===== config.mk =====
export PLATFORM = sky130hd
export DESIGN_NAME = ema_power_energy_meter_unit_flat
export DESIGN_NICKNAME = d
export VERILOG_FILES = /design/src/design/epm_pkg.sv /design/src/design/epm_if.sv /design/src/design/epm_cfg.sv /design/src/design/epm_mul.sv /design/src/design/epm_div.sv /design/src/design/ema_power_energy_meter_unit.sv /design/src/flat_wrapper.sv
export SDC_FILE = /design/constraint.sdc
export NUM_CORES = 2
export LEC_CHECK = 0
export ABC_CLOCK_PERIOD_IN_PS = 11930
export BUFFER_PORTS_ARGS = -buffer_cell sky130_fd_sc_hd__buf_2
export CORE_UTILIZATION = 55
export DETAILED_ROUTE_END_ITERATION = 10
export PLACE_DENSITY_LB_ADDON = 0.15
export SLEW_MARGIN = 20
export SYNTH_ARGS = -nofsm -noshare
export SYNTH_HDL_FRONTEND = slang
export SYNTH_SLANG_ARGS = --single-unit

===== constraint.sdc =====
create_clock -name i_clk -period 11.93 [get_ports i_clk]
set_input_delay 1.193 -clock i_clk [delete_from_list [all_inputs] [get_ports i_clk]]
set_output_delay 1.193 -clock i_clk [all_outputs]
set_load 0.05 [all_outputs]

===== src/design/epm_pkg.sv =====
`default_nettype none

package epm_pkg;

    // Parameter defaults
    localparam int ADC_BITS_DEF    = 10;
    localparam int ENERGY_BITS_DEF = 48;

    // Field widths
    localparam int SAMPLE_W     = 10;
    localparam int NOW_W        = 32;
    localparam int PERIOD_W     = 16;
    localparam int ALPHA_W      = 17;
    localparam int COEF_W       = 24;
    localparam int VOLT_W       = 24;
    localparam int WATT_W       = 32;
    localparam int ENERGY_OUT_W = 48;
    localparam int FRAC_W       = 16;

    // Shared multiplier and divider widths
    localparam int MUL_W  = 32;
    localparam int PROD_W = 2 * MUL_W;
    localparam int P1_W   = ALPHA_W + SAMPLE_W;

    // Configuration port
    localparam int CFG_IDX_W  = 3;
    localparam int CFG_DATA_W = 24;

    // Arithmetic constants
    localparam logic [ALPHA_W-1:0] ONE_Q16    = ALPHA_W'(65536);
    localparam logic [PROD_W-1:0]  ROUND_HALF = PROD_W'(32768);
    localparam int                 DIV_CONST  = 1000;

    // Register reset values
    localparam logic [PERIOD_W-1:0] PERIOD_RST = PERIOD_W'(50);
    localparam logic [ALPHA_W-1:0]  ALPHA_RST  = ALPHA_W'(6554);
    localparam logic [COEF_W-1:0]   VPC_RST    = COEF_W'(3277);
    localparam logic [COEF_W-1:0]   COND_RST   = COEF_W'(65536);

    typedef enum logic [1:0] {
        OP_SAMPLE       = 2'd0,
        OP_RESET_ENERGY = 2'd1,
        OP_FREEZE       = 2'd2,
        OP_UNFREEZE     = 2'd3
    } t_op;

    typedef enum logic [CFG_IDX_W-1:0] {
        CFG_PERIOD = 3'd0,
        CFG_ALPHA  = 3'd1,
        CFG_VPC    = 3'd2,
        CFG_COND   = 3'd3
    } t_cfg_idx;

    typedef struct packed {
        logic [PERIOD_W-1:0] period_ms;
        logic [ALPHA_W-1:0]  alpha;
        logic [COEF_W-1:0]   volts_per_count;
        logic [COEF_W-1:0]   load_conductance;
    } t_cfg;

endpackage

`default_nettype wire


===== src/design/epm_if.sv =====
`default_nettype none

// Input item channel
interface epm_item_if;
    import epm_pkg::*;
    logic                valid;
    logic                ready;
    t_op                 op;
    logic [SAMPLE_W-1:0] sample;
    logic [NOW_W-1:0]    now_ms;

    modport source (output valid, output op, output sample, output now_ms, input ready);
    modport sink   (input valid, input op, input sample, input now_ms, output ready);
endinterface

// Result channel
interface epm_result_if;
    import epm_pkg::*;
    logic                    valid;
    logic                    ready;
    logic [VOLT_W-1:0]       average_volts;
    logic [VOLT_W-1:0]       last_volts;
    logic [WATT_W-1:0]       average_watts;
    logic [ENERGY_OUT_W-1:0] energy_joules;
    logic                    is_frozen;
    logic                    sample_taken;

    modport source (output valid, output average_volts, output last_volts,
                    output average_watts, output energy_joules, output is_frozen,
                    output sample_taken, input ready);
    modport sink   (input valid, input average_volts, input last_volts,
                    input average_watts, input energy_joules, input is_frozen,
                    input sample_taken, output ready);
endinterface

// Configuration write channel
interface epm_cfg_if;
    import epm_pkg::*;
    logic                  valid;
    logic                  ready;
    t_cfg_idx              index;
    logic [CFG_DATA_W-1:0] data;

    modport source (output valid, output index, output data, input ready);
    modport sink   (input valid, input index, input data, output ready);
endinterface

`default_nettype wire


===== src/design/epm_cfg.sv =====
`default_nettype none

module epm_cfg (
    input  logic          i_clk,
    input  logic          i_rst_n,
    epm_cfg_if.sink       i_cfg,
    output epm_pkg::t_cfg o_cfg
);
    import epm_pkg::*;

    logic [PERIOD_W-1:0] r_period;
    logic [ALPHA_W-1:0]  r_alpha;
    logic [COEF_W-1:0]   r_vpc;
    logic [COEF_W-1:0]   r_cond;

    assign i_cfg.ready = 1'b1;

    // Write the addressed register, drop unknown indexes
    always_ff @(posedge i_clk) begin
        if (!i_rst_n) begin
            r_period <= PERIOD_RST;
            r_alpha  <= ALPHA_RST;
            r_vpc    <= VPC_RST;
            r_cond   <= COND_RST;
        end else if (i_cfg.valid) begin
            case (i_cfg.index)
                CFG_PERIOD: r_period <= i_cfg.data[PERIOD_W-1:0];
                CFG_ALPHA:  r_alpha  <= i_cfg.data[ALPHA_W-1:0];
                CFG_VPC:    r_vpc    <= i_cfg.data[COEF_W-1:0];
                CFG_COND:   r_cond   <= i_cfg.data[COEF_W-1:0];
                default: ;
            endcase
        end
    end

    // Clamp the weight to one
    assign o_cfg.period_ms        = r_period;
    assign o_cfg.alpha            = (r_alpha > ONE_Q16) ? ONE_Q16 : r_alpha;
    assign o_cfg.volts_per_count  = r_vpc;
    assign o_cfg.load_conductance = r_cond;

endmodule

`default_nettype wire


===== src/design/epm_mul.sv =====
`default_nettype none

module epm_mul (
    input  logic                       i_clk,
    input  logic                       i_en,
    input  logic [epm_pkg::MUL_W-1:0]  i_a,
    input  logic [epm_pkg::MUL_W-1:0]  i_b,
    output logic [epm_pkg::PROD_W-1:0] o_prod
);
    import epm_pkg::*;

    logic [PROD_W-1:0] r_prod;

    // Register the full product, hold it between issues
    always_ff @(posedge i_clk) begin
        if (i_en) begin
            r_prod <= PROD_W'(i_a) * PROD_W'(i_b);
        end
    end

    assign o_prod = r_prod;

endmodule

`default_nettype wire


===== src/design/epm_div.sv =====
`default_nettype none

module epm_div (
    input  logic                       i_clk,
    input  logic                       i_rst_n,
    input  logic                       i_start,
    input  logic [epm_pkg::PROD_W-1:0] i_dividend,
    output logic                       o_mul_en,
    output logic [epm_pkg::MUL_W-1:0]  o_mul_a,
    output logic [epm_pkg::MUL_W-1:0]  o_mul_b,
    input  logic [epm_pkg::PROD_W-1:0] i_prod,
    output logic                       o_done,
    output logic [epm_pkg::PROD_W-1:0] o_quotient
);
    import epm_pkg::*;

    // Long division in 16-bit digits. Each partial dividend stays below
    // 1000 * 2^16, so its quotient digit is the reciprocal product >> 36.
    localparam int DIGIT_W = 16;
    localparam int STEPS   = PROD_W / DIGIT_W;
    localparam int CNT_W   = $clog2(STEPS);
    localparam int REM_W   = $clog2(DIV_CONST);
    localparam int NUM_W   = REM_W + DIGIT_W;
    localparam int SHIFT   = NUM_W + REM_W;
    localparam logic [MUL_W-1:0] RECIP =
        MUL_W'(((64'd1 << SHIFT) / 64'(DIV_CONST)) + 64'd1);

    logic [PROD_W-1:0]  r_work;
    logic [REM_W-1:0]   r_rem;
    logic [CNT_W-1:0]   r_cnt;
    logic               r_busy;
    logic               r_phase;
    logic               r_done;
    logic [NUM_W-1:0]   num;
    logic [DIGIT_W-1:0] digit_q;
    logic [NUM_W-1:0]   digit_back;
    logic [NUM_W-1:0]   digit_rem;

    // Bring the next dividend digit down beside the partial remainder
    assign num        = {r_rem, r_work[PROD_W-1 -: DIGIT_W]};
    // Quotient digit from the reciprocal product, remainder by subtraction
    assign digit_q    = i_prod[SHIFT +: DIGIT_W];
    assign digit_back = NUM_W'(digit_q) * NUM_W'(DIV_CONST);
    assign digit_rem  = num - digit_back;

    // Load on start; per digit issue the product, then shift the digit in
    always_ff @(posedge i_clk) begin
        if (!i_rst_n) begin
            r_busy  <= 1'b0;
            r_phase <= 1'b0;
            r_done  <= 1'b0;
            r_cnt   <= '0;
        end else begin
            r_done <= 1'b0;
            if (i_start) begin
                r_work  <= i_dividend;
                r_rem   <= '0;
                r_cnt   <= CNT_W'(STEPS - 1);
                r_phase <= 1'b0;
                r_busy  <= 1'b1;
            end else if (r_busy) begin
                r_phase <= !r_phase;
                if (r_phase) begin
                    r_work <= {r_work[PROD_W-DIGIT_W-1:0], digit_q};
                    r_rem  <= digit_rem[REM_W-1:0];
                    r_cnt  <= r_cnt - CNT_W'(1);
                    if (r_cnt == '0) begin
                        r_busy <= 1'b0;
                        r_done <= 1'b1;
                    end
                end
            end
        end
    end

    assign o_mul_en   = r_busy && !r_phase;
    assign o_mul_a    = MUL_W'(num);
    assign o_mul_b    = RECIP;
    assign o_done     = r_done;
    assign o_quotient = r_work;

endmodule

`default_nettype wire


===== src/design/ema_power_energy_meter_unit.sv =====
`default_nettype none

// Channel  | Dir | Payload                                         | Transfer
// i_item   | in  | op, sample, now_ms                              | valid & ready
// o_result | out | average_volts, last_volts, average_watts,       | valid & ready
//          |     | energy_joules, is_frozen, sample_taken          |
// i_cfg    | in  | index, data                                     | valid & ready
//
// An accepted sample uses up to seven products on the shared 32x32 multiplier
// and the divide by 1000, worked as four 16-bit digits on that same
// multiplier. One item is worked at a time; i_item.ready is high only
// while the sequencer is idle. The result waits in an output register, so the
// next item is taken while it is still unread. Reset is synchronous; the
// configuration port is always ready.

module ema_power_energy_meter_unit #(
    parameter int ADC_BITS    = epm_pkg::ADC_BITS_DEF,
    parameter int ENERGY_BITS = epm_pkg::ENERGY_BITS_DEF
) (
    input  logic          i_clk,
    input  logic          i_rst_n,
    epm_item_if.sink      i_item,
    epm_result_if.source  o_result,
    epm_cfg_if.sink       i_cfg
);
    import epm_pkg::*;

    localparam int AVG_W = ADC_BITS + FRAC_W;
    localparam int SUM_W = PROD_W + 1;
    localparam int CAP_W = (ENERGY_BITS > ENERGY_OUT_W) ? ENERGY_BITS : ENERGY_OUT_W;
    localparam logic [SAMPLE_W-1:0] ADC_MASK   = SAMPLE_W'((33'd1 << ADC_BITS) - 33'd1);
    localparam logic [SUM_W-1:0]    ENERGY_MAX = SUM_W'({ENERGY_BITS{1'b1}});
    localparam logic [CAP_W-1:0]    OUT_MAX    = CAP_W'({ENERGY_OUT_W{1'b1}});

    typedef enum logic [3:0] {
        S_IDLE, S_DECIDE, S_MUL_A, S_MUL_B, S_AVG, S_VOLTS, S_LASTV, S_SQ,
        S_WATTS, S_WCAP, S_MUL_E, S_DIV_GO, S_DIV, S_ADD, S_DONE
    } t_state;

    t_cfg cfg;

    // Sequencer and meter state
    t_state                  r_state, n_state;
    t_op                     r_op, n_op;
    logic [SAMPLE_W-1:0]     r_smp, n_smp;
    logic [NOW_W-1:0]        r_now, n_now;
    logic [NOW_W-1:0]        r_elapsed, n_elapsed;
    logic                    r_taken, n_taken;
    logic [AVG_W-1:0]        r_avg, n_avg;
    logic [SAMPLE_W-1:0]     r_prev, n_prev;
    logic [ENERGY_BITS-1:0]  r_energy, n_energy;
    logic [NOW_W-1:0]        r_last_ms, n_last_ms;
    logic                    r_time_known, n_time_known;
    logic                    r_frozen, n_frozen;
    logic                    r_reload, n_reload;
    logic [P1_W-1:0]         r_p1, n_p1;
    logic [VOLT_W-1:0]       r_volts, n_volts;
    logic [VOLT_W-1:0]       r_last_volts, n_last_volts;
    logic [WATT_W-1:0]       r_watts, n_watts;

    // Output register
    logic                    r_out_valid, n_out_valid;
    logic [VOLT_W-1:0]       r_out_avg_volts, n_out_avg_volts;
    logic [VOLT_W-1:0]       r_out_last_volts, n_out_last_volts;
    logic [WATT_W-1:0]       r_out_watts, n_out_watts;
    logic [ENERGY_OUT_W-1:0] r_out_energy, n_out_energy;
    logic                    r_out_frozen, n_out_frozen;
    logic                    r_out_taken, n_out_taken;

    // Datapath signals
    logic [NOW_W-1:0]  elapsed_ms;
    logic              due;
    logic              mul_en;
    logic [MUL_W-1:0]  mul_a, mul_b;
    logic [PROD_W-1:0] prod;
    logic [PROD_W-1:0] avg_sum;
    logic [SUM_W-1:0]  energy_sum;
    logic [CAP_W-1:0]  energy_cap;
    logic              div_start;
    logic              div_done;
    logic [PROD_W-1:0] div_quotient;
    logic              div_mul_en;
    logic [MUL_W-1:0]  div_mul_a;
    logic [MUL_W-1:0]  div_mul_b;

    epm_cfg u_cfg (
        .i_clk   (i_clk),
        .i_rst_n (i_rst_n),
        .i_cfg   (i_cfg),
        .o_cfg   (cfg)
    );

    epm_mul u_mul (
        .i_clk  (i_clk),
        .i_en   (mul_en),
        .i_a    (mul_a),
        .i_b    (mul_b),
        .o_prod (prod)
    );

    epm_div u_div (
        .i_clk      (i_clk),
        .i_rst_n    (i_rst_n),
        .i_start    (div_start),
        .i_dividend (prod),
        .o_mul_en   (div_mul_en),
        .o_mul_a    (div_mul_a),
        .o_mul_b    (div_mul_b),
        .i_prod     (prod),
        .o_done     (div_done),
        .o_quotient (div_quotient)
    );

    // Sample gating: period elapsed, period zero or no time yet
    assign elapsed_ms = r_now - r_last_ms;
    assign due        = (cfg.period_ms == '0) || (elapsed_ms >= NOW_W'(cfg.period_ms))
                        || !r_time_known;

    // Weighted sum with rounding, energy sum, output cap
    assign avg_sum    = PROD_W'({r_p1, {FRAC_W{1'b0}}}) + prod + ROUND_HALF;
    assign energy_sum = SUM_W'(r_energy) + SUM_W'(div_quotient);
    assign energy_cap = CAP_W'(r_energy);
    assign div_start  = (r_state == S_DIV_GO);

    // Operand select for the shared multiplier
    always_comb begin
        mul_en = 1'b1;
        mul_a  = '0;
        mul_b  = '0;
        case (r_state)
            S_MUL_A: begin
                mul_a = MUL_W'(cfg.alpha);
                mul_b = MUL_W'(r_smp);
            end
            S_MUL_B: begin
                mul_a = MUL_W'(ONE_Q16 - cfg.alpha);
                mul_b = MUL_W'(r_avg);
            end
            S_VOLTS: begin
                mul_a = MUL_W'(r_avg);
                mul_b = MUL_W'(cfg.volts_per_count);
            end
            S_LASTV: begin
                mul_a = MUL_W'(r_prev);
                mul_b = MUL_W'(cfg.volts_per_count);
            end
            S_SQ: begin
                mul_a = MUL_W'(r_volts);
                mul_b = MUL_W'(r_volts);
            end
            S_WATTS: begin
                mul_a = prod[FRAC_W +: WATT_W];
                mul_b = MUL_W'(cfg.load_conductance);
            end
            S_MUL_E: begin
                mul_a = MUL_W'(r_watts);
                mul_b = MUL_W'(r_elapsed);
            end
            S_DIV: begin
                mul_en = div_mul_en;
                mul_a  = div_mul_a;
                mul_b  = div_mul_b;
            end
            default: mul_en = 1'b0;
        endcase
    end

    // Next-state logic
    always_comb begin
        n_state          = r_state;
        n_op             = r_op;
        n_smp            = r_smp;
        n_now            = r_now;
        n_elapsed        = r_elapsed;
        n_taken          = r_taken;
        n_avg            = r_avg;
        n_prev           = r_prev;
        n_energy         = r_energy;
        n_last_ms        = r_last_ms;
        n_time_known     = r_time_known;
        n_frozen         = r_frozen;
        n_reload         = r_reload;
        n_p1             = r_p1;
        n_volts          = r_volts;
        n_last_volts     = r_last_volts;
        n_watts          = r_watts;
        n_out_valid      = r_out_valid;
        n_out_avg_volts  = r_out_avg_volts;
        n_out_last_volts = r_out_last_volts;
        n_out_watts      = r_out_watts;
        n_out_energy     = r_out_energy;
        n_out_frozen     = r_out_frozen;
        n_out_taken      = r_out_taken;

        // Drop the result once it is transferred
        if (r_out_valid && o_result.ready) begin
            n_out_valid = 1'b0;
        end

        case (r_state)
            S_IDLE: begin
                if (i_item.valid) begin
                    n_op    = i_item.op;
                    n_smp   = i_item.sample & ADC_MASK;
                    n_now   = i_item.now_ms;
                    n_state = S_DECIDE;
                end
            end
            S_DECIDE: begin
                n_taken   = 1'b0;
                n_elapsed = elapsed_ms;
                n_state   = S_VOLTS;
                case (r_op)
                    OP_SAMPLE: begin
                        if (due && !r_frozen) begin
                            n_taken      = 1'b1;
                            n_last_ms    = r_now;
                            n_time_known = 1'b1;
                            n_prev       = r_smp;
                            if (r_reload) begin
                                n_avg    = AVG_W'({r_smp, {FRAC_W{1'b0}}});
                                n_reload = 1'b0;
                            end else begin
                                n_state = S_MUL_A;
                            end
                        end
                    end
                    OP_RESET_ENERGY: begin
                        n_energy     = '0;
                        n_frozen     = 1'b0;
                        n_last_ms    = r_now;
                        n_time_known = 1'b1;
                    end
                    OP_FREEZE: n_frozen = 1'b1;
                    OP_UNFREEZE: begin
                        n_frozen = 1'b0;
                        n_reload = 1'b1;
                    end
                    default: ;
                endcase
            end
            S_MUL_A: n_state = S_MUL_B;
            S_MUL_B: begin
                n_p1    = prod[P1_W-1:0];
                n_state = S_AVG;
            end
            S_AVG: begin
                n_avg   = avg_sum[FRAC_W +: AVG_W];
                n_state = S_VOLTS;
            end
            S_VOLTS: n_state = S_LASTV;
            S_LASTV: begin
                n_volts = (prod[PROD_W-1:FRAC_W+VOLT_W] != '0) ? '1
                          : prod[FRAC_W +: VOLT_W];
                n_state = S_SQ;
            end
            S_SQ: begin
                n_last_volts = (prod[PROD_W-1:VOLT_W] != '0) ? '1 : prod[VOLT_W-1:0];
                n_state      = S_WATTS;
            end
            S_WATTS: n_state = S_WCAP;
            S_WCAP: begin
                n_watts = (prod[PROD_W-1:FRAC_W+WATT_W] != '0) ? '1
                          : prod[FRAC_W +: WATT_W];
                n_state = r_taken ? S_MUL_E : S_DONE;
            end
            S_MUL_E:  n_state = S_DIV_GO;
            S_DIV_GO: n_state = S_DIV;
            S_DIV: begin
                if (div_done) begin
                    n_state = S_ADD;
                end
            end
            S_ADD: begin
                n_energy = (energy_sum > ENERGY_MAX) ? ENERGY_MAX[ENERGY_BITS-1:0]
                           : energy_sum[ENERGY_BITS-1:0];
                n_state  = S_DONE;
            end
            S_DONE: begin
                // Hold until the output register is free
                if (!r_out_valid || o_result.ready) begin
                    n_out_valid      = 1'b1;
                    n_out_avg_volts  = r_volts;
                    n_out_last_volts = r_last_volts;
                    n_out_watts      = r_watts;
                    n_out_energy     = (energy_cap > OUT_MAX) ? '1
                                       : energy_cap[ENERGY_OUT_W-1:0];
                    n_out_frozen     = r_frozen;
                    n_out_taken      = r_taken;
                    n_state          = S_IDLE;
                end
            end
            default: n_state = S_IDLE;
        endcase
    end

    // State and registered outputs
    always_ff @(posedge i_clk) begin
        if (!i_rst_n) begin
            r_state      <= S_IDLE;
            r_taken      <= 1'b0;
            r_avg        <= '0;
            r_prev       <= '0;
            r_energy     <= '0;
            r_last_ms    <= '0;
            r_time_known <= 1'b0;
            r_frozen     <= 1'b0;
            r_reload     <= 1'b1;
            r_out_valid  <= 1'b0;
        end else begin
            r_state      <= n_state;
            r_taken      <= n_taken;
            r_avg        <= n_avg;
            r_prev       <= n_prev;
            r_energy     <= n_energy;
            r_last_ms    <= n_last_ms;
            r_time_known <= n_time_known;
            r_frozen     <= n_frozen;
            r_reload     <= n_reload;
            r_out_valid  <= n_out_valid;
        end
        r_op             <= n_op;
        r_smp            <= n_smp;
        r_now            <= n_now;
        r_elapsed        <= n_elapsed;
        r_p1             <= n_p1;
        r_volts          <= n_volts;
        r_last_volts     <= n_last_volts;
        r_watts          <= n_watts;
        r_out_avg_volts  <= n_out_avg_volts;
        r_out_last_volts <= n_out_last_volts;
        r_out_watts      <= n_out_watts;
        r_out_energy     <= n_out_energy;
        r_out_frozen     <= n_out_frozen;
        r_out_taken      <= n_out_taken;
    end

    assign i_item.ready           = (r_state == S_IDLE);
    assign o_result.valid         = r_out_valid;
    assign o_result.average_volts = r_out_avg_volts;
    assign o_result.last_volts    = r_out_last_volts;
    assign o_result.average_watts = r_out_watts;
    assign o_result.energy_joules = r_out_energy;
    assign o_result.is_frozen     = r_out_frozen;
    assign o_result.sample_taken  = r_out_taken;

`ifndef SYNTHESIS
    a_div_done_in_wait: assert property (@(posedge i_clk) disable iff (!i_rst_n)
        div_done |-> r_state == S_DIV)
        else $error("divider finished outside its wait state");

    a_accept_to_decide: assert property (@(posedge i_clk) disable iff (!i_rst_n)
        (i_item.valid && i_item.ready) |=> r_state == S_DECIDE)
        else $error("accepted item did not reach decision");

    a_taken_is_sample: assert property (@(posedge i_clk) disable iff (!i_rst_n)
        (r_state == S_DONE && r_taken) |-> r_op == OP_SAMPLE)
        else $error("non-sample item marked as taken");

    a_taken_not_frozen: assert property (@(posedge i_clk) disable iff (!i_rst_n)
        r_out_valid |-> !(r_out_frozen && r_out_taken))
        else $error("sample taken while frozen");
`endif

endmodule

`default_nettype wire


===== src/flat_wrapper.sv =====
// flat-port wrapper written by rule: the top's interface ports become plain ports
module ema_power_energy_meter_unit_flat import epm_pkg::*;
#(
    parameter int ADC_BITS    = epm_pkg::ADC_BITS_DEF,
    parameter int ENERGY_BITS = epm_pkg::ENERGY_BITS_DEF
)
  (i_clk, i_rst_n, i_item_valid, i_item_op, i_item_sample, i_item_now_ms, i_item_ready, o_result_valid, o_result_average_volts, o_result_last_volts, o_result_average_watts, o_result_energy_joules, o_result_is_frozen, o_result_sample_taken, o_result_ready, i_cfg_valid, i_cfg_index, i_cfg_data, i_cfg_ready);
  epm_item_if i_item_i ();
  epm_result_if o_result_i ();
  epm_cfg_if i_cfg_i ();
  input  logic i_clk;
  input  logic i_rst_n;
  input wire logic [$bits(i_item_i.valid)-1:0] i_item_valid;
  input wire logic [$bits(i_item_i.op)-1:0] i_item_op;
  input wire logic [$bits(i_item_i.sample)-1:0] i_item_sample;
  input wire logic [$bits(i_item_i.now_ms)-1:0] i_item_now_ms;
  output wire logic [$bits(i_item_i.ready)-1:0] i_item_ready;
  output wire logic [$bits(o_result_i.valid)-1:0] o_result_valid;
  output wire logic [$bits(o_result_i.average_volts)-1:0] o_result_average_volts;
  output wire logic [$bits(o_result_i.last_volts)-1:0] o_result_last_volts;
  output wire logic [$bits(o_result_i.average_watts)-1:0] o_result_average_watts;
  output wire logic [$bits(o_result_i.energy_joules)-1:0] o_result_energy_joules;
  output wire logic [$bits(o_result_i.is_frozen)-1:0] o_result_is_frozen;
  output wire logic [$bits(o_result_i.sample_taken)-1:0] o_result_sample_taken;
  input wire logic [$bits(o_result_i.ready)-1:0] o_result_ready;
  input wire logic [$bits(i_cfg_i.valid)-1:0] i_cfg_valid;
  input wire logic [$bits(i_cfg_i.index)-1:0] i_cfg_index;
  input wire logic [$bits(i_cfg_i.data)-1:0] i_cfg_data;
  output wire logic [$bits(i_cfg_i.ready)-1:0] i_cfg_ready;
  assign i_item_i.valid = i_item_valid;
  assign i_item_i.op = i_item_op;
  assign i_item_i.sample = i_item_sample;
  assign i_item_i.now_ms = i_item_now_ms;
  assign i_item_ready = i_item_i.ready;
  assign o_result_valid = o_result_i.valid;
  assign o_result_average_volts = o_result_i.average_volts;
  assign o_result_last_volts = o_result_i.last_volts;
  assign o_result_average_watts = o_result_i.average_watts;
  assign o_result_energy_joules = o_result_i.energy_joules;
  assign o_result_is_frozen = o_result_i.is_frozen;
  assign o_result_sample_taken = o_result_i.sample_taken;
  assign o_result_i.ready = o_result_ready;
  assign i_cfg_i.valid = i_cfg_valid;
  assign i_cfg_i.index = i_cfg_index;
  assign i_cfg_i.data = i_cfg_data;
  assign i_cfg_ready = i_cfg_i.ready;
  ema_power_energy_meter_unit #(.ADC_BITS(ADC_BITS), .ENERGY_BITS(ENERGY_BITS)) u_core (.i_clk(i_clk), .i_rst_n(i_rst_n), .i_item(i_item_i), .o_result(o_result_i), .i_cfg(i_cfg_i));
endmodule

==> results by group <==
Timing
  – Max transition margin: 0.2015
  – Final Hold Viols: 0
  – Final worst slack: 0.5165 ns
  – Clock Skews: ~0.047 ns
  – Ratio of final minimum period to clock period: 0.9567
  – Actual slew at the worst max-slew pin: approximately 1.2 ns
  – Setup TNS: 0 ns
  – Unrepaired setup endpoints after global routing: no
  – Fmax: 87.62 MHz
  – Final setup vio count: 0
  – Final Hold Slack: 0.4187 ns
  – Final Slew Violations: 0
  – Crit path time final: approximately 11 ns

Floorplan
  – # rows: 126
  – Die Area: 121,200 µm²
  – # IOs: 209
  – Die Span X: 348.2 µm
  – Std-Cell Core Area: 118,400 µm²
  – Initial Utilization: 0.5567
  – Chip height: 348.2 µm

Setup path
  – Worst EP required: roughly 12 ns
  – Crit path kind: register to register
  – Critical Path End Type: register
  – Critical path arrival: 11.87 ns
  – Type of origin of the critical path: register
  – Crit-path leading delay family: adder cells
  – CP dominant cell by count: fa_1
  – Crit path buf inv count: 7
  – Slowest stage cell, crit path: o21a_1
  – Worst-path fanout max: 23
  – CP max stage delay: a little over 1 ns

Logic synthesis
  – Synth Flop Type: edfxtp_1
  – Syn Nets: 8,542
  – EDFF count, synth: 450
  – Synth async-reset ratio: 0
  – Flops & latches, synth: 661
  – Synth unique cells: 95
  – Post-synthesis sequential area ratio: 0.2691
  – Mean area per synthesized cell: 9.208 µm²
  – Cells after Synth: 7,158
  – Yosys Warn Count: 0
  – Synth Cell Area: 65,910 µm²

Cells and area
  – Register Area: 17,740 µm²
  – Most common cell after layout, fill and taps aside: inv_1
  – Core Util, Final: 0.6049
  – Area of the multi-input gates: 42,510 µm²
  – Most frequent cells in the layout: inv_1 (1,121), nand2_1 (1,109), fa_1 (903), nor2_1 (639), edfxtp_1 (450)
  – Share of layout cells above drive strength 1: 0.08980
  – Nets: 8,602
  – # fillers: 10,350
  – Synth-to-layout area growth: 8.660%

Clock network
  – Clock slew seen by the registers of the worst setup and hold paths: 0.07 ns
  – Skew-Pair Late Insertion Delay: between 0.6 and 0.7 ns
  – Htree depth: 3
  – Clock buffer count from CTS: 69
  – Clk buf depth: 3
  – Root Buffer: clkbuf_16
  – CTS tree: yes
  – Postcts setup bufs: 0
  – CTS Sinks: 661

Drt
  – DR vias/cell: 6.128
  – DR pass1 iterations: 9
  – Routed Wire Length: 244,400 µm
  – Vias: roughly 54,000
  – DR iter-0 viols: 5,720
  – DRT antenna net count: 0
  – DR WL/cell: 27.53 µm
  – DRC viols: 0

GRT
  – Global-route wire length before repair: 356,900 µm
  – GRT Overall Usage: 0.4063
  – GR Overflow Total: 0
  – Pin count of the biggest net entering global routing: 94
  – Vias in the first global route: around 54,000
  – Initial antenna violation count: 13

Pwr
  – Power density over the cells: 88.26 nW/µm²
  – LEAKAGE: just over 30 nW
  – VDD IR max: roughly 0.00014 V

Run status
  – Outcome: finished, final reports clean

Place
  – Buffers on Ports: a little over 200
  – Routability cong.: ~1.1
  – Pre-CTS setup slack: roughly 0.40 ns
  – Detailed Place HPWL: 193,500 µm

Run
  – Total of max-cap violations: 0

Worst hold path
  – Hold Crit Class: register to register
final timing paths:
check	from	end	slack, ns	cells past startpoint
worst max-delay path	u_core.r_state[0]	u_core.u_mul.o_prod[42]	0.52	33
worst min-delay path	u_core.r_last_volts[23]	u_core.o_result.last_volts[23]	0.42	0
worst max register to register	u_core.r_state[0]	u_core.u_mul.o_prod[42]	0.52	33
worst min register to register	u_core.r_last_volts[23]	u_core.o_result.last_volts[23]	0.42	0
routing by layer:
metal | part of all wire | global-route usage | up-vias
met1 | 0.38 | 0.5269 | 26980
met3 | 0.14 | 0.1569 | 687
met4 | 0.053 | 0.1812 | 16
met2 | 0.43 | 0.6008 | 3365
met5 | 0.0013 | 0.01441 | -
li1 | - | - | 23360
worst register-to-register path, delay by kind of cell (launching register included):
| kind | cells | cell delay, ns |
|---|---|---|
| compound gates | 10 | 3.75 |
| simple gates | 7 | 1.50 |
| flops | 1 | 0.70 |
| buf+inv | 7 | 0.68 |
| fa+ha+maj | 9 | 4.54 |
cells in the mapped netlist (29+ instances only):
cell / instances / area (µm²)
edfxtp_1: 450 / 13510
ha_1: 405 / 5067
o211ai_1: 65 / 488.0
o21a_1: 35 / 262.8
a31oi_1: 32 / 200.2
and2_1: 51 / 319.1
clkbuf_1: 377 / 1415
a211oi_1: 29 / 217.7
nand4_1: 88 / 550.5
xnor2_1: 112 / 980.9
a22oi_1: 132 / 991.0
or3_1: 55 / 344.1
o21ai_0: 214 / 1071
nor3_1: 60 / 300.3
xor2_1: 51 / 446.7
or2_2: 39 / 244.0
dfxtp_1: 211 / 4224
fa_1: 903 / 18080
nand3_1: 82 / 410.4
inv_1: 1121 / 4208
nor2_1: 647 / 2429
a21oi_1: 316 / 1582
nand2_1: 1110 / 4167
a21o_1: 81 / 608.1
nand2b_1: 47 / 294.0
through the flow:
step,area (µm²),instances,power (mW)
2_1_floorplan,65910,7158,3.470
3_3_place_gp,69150,8747,3.975
3_5_place_dp,69160,8747,3.993
4_1_cts,71580,8872,6.292
5_1_grt,71600,8872,6.486
6_report,71620,8878,6.321
logic make-up after synthesis:
| kind of cell | after synthesis | synth area share |
|---|---|---|
| AND/OR/NAND/NOR | 2317 | 0.1529 |
| buffers and inverters | 1556 | 0.08966 |
| adder cells (fa/ha/maj) | 1308 | 0.3511 |
| AO/OA/AOI/OAI | 1144 | 0.1143 |
| flip-flops | 661 | 0.2691 |
| XOR/XNOR | 163 | 0.02166 |
| multiplexers | 8 | 0.001234 |
| other | 1 | 0.00005689 |
power by group:
group,total [mW],switching [mW],internal [mW]
combinational,1.25,0.857,0.390
sequential,2.75,0.169,2.59
clock,2.32,0.985,1.33
timing repair:
item                                    CTS  global route
gates resized for setup                   0             3
hold buffers                              0             0
endpoints found under the setup margin    0             5
final cells by class:
| class | count | area share |
|---|---|---|
| multi-input cells | 4941 | 0.5935 |
| flip-flops and latches | 661 | 0.2477 |
| inverters | 1123 | 0.05889 |
| repair buffers | 422 | 0.03805 |
| well taps | 1600 | 0.02795 |
| clock buffers | 89 | 0.02687 |
| clock inverters | 36 | 0.006848 |
| diodes | 6 | 0.0002096 |
flip-flops by register name, indices dropped and copies added, names as in the netlist, 26 cells and up:
register and count:
u_core.r_now 32, u_core.u_div.o_quotient 64, u_core.o_result.energy_joules 48, u_core.r_avg 26, u_core.energy_cap 48, u_core.r_p1 26, u_core.u_mul.o_prod 64, u_core.r_watts 32
u_core.r_elapsed 32, u_core.r_last_ms 32, u_core.o_result.average_watts 32
No activity file was read; power rests on OpenSTA's default activity.
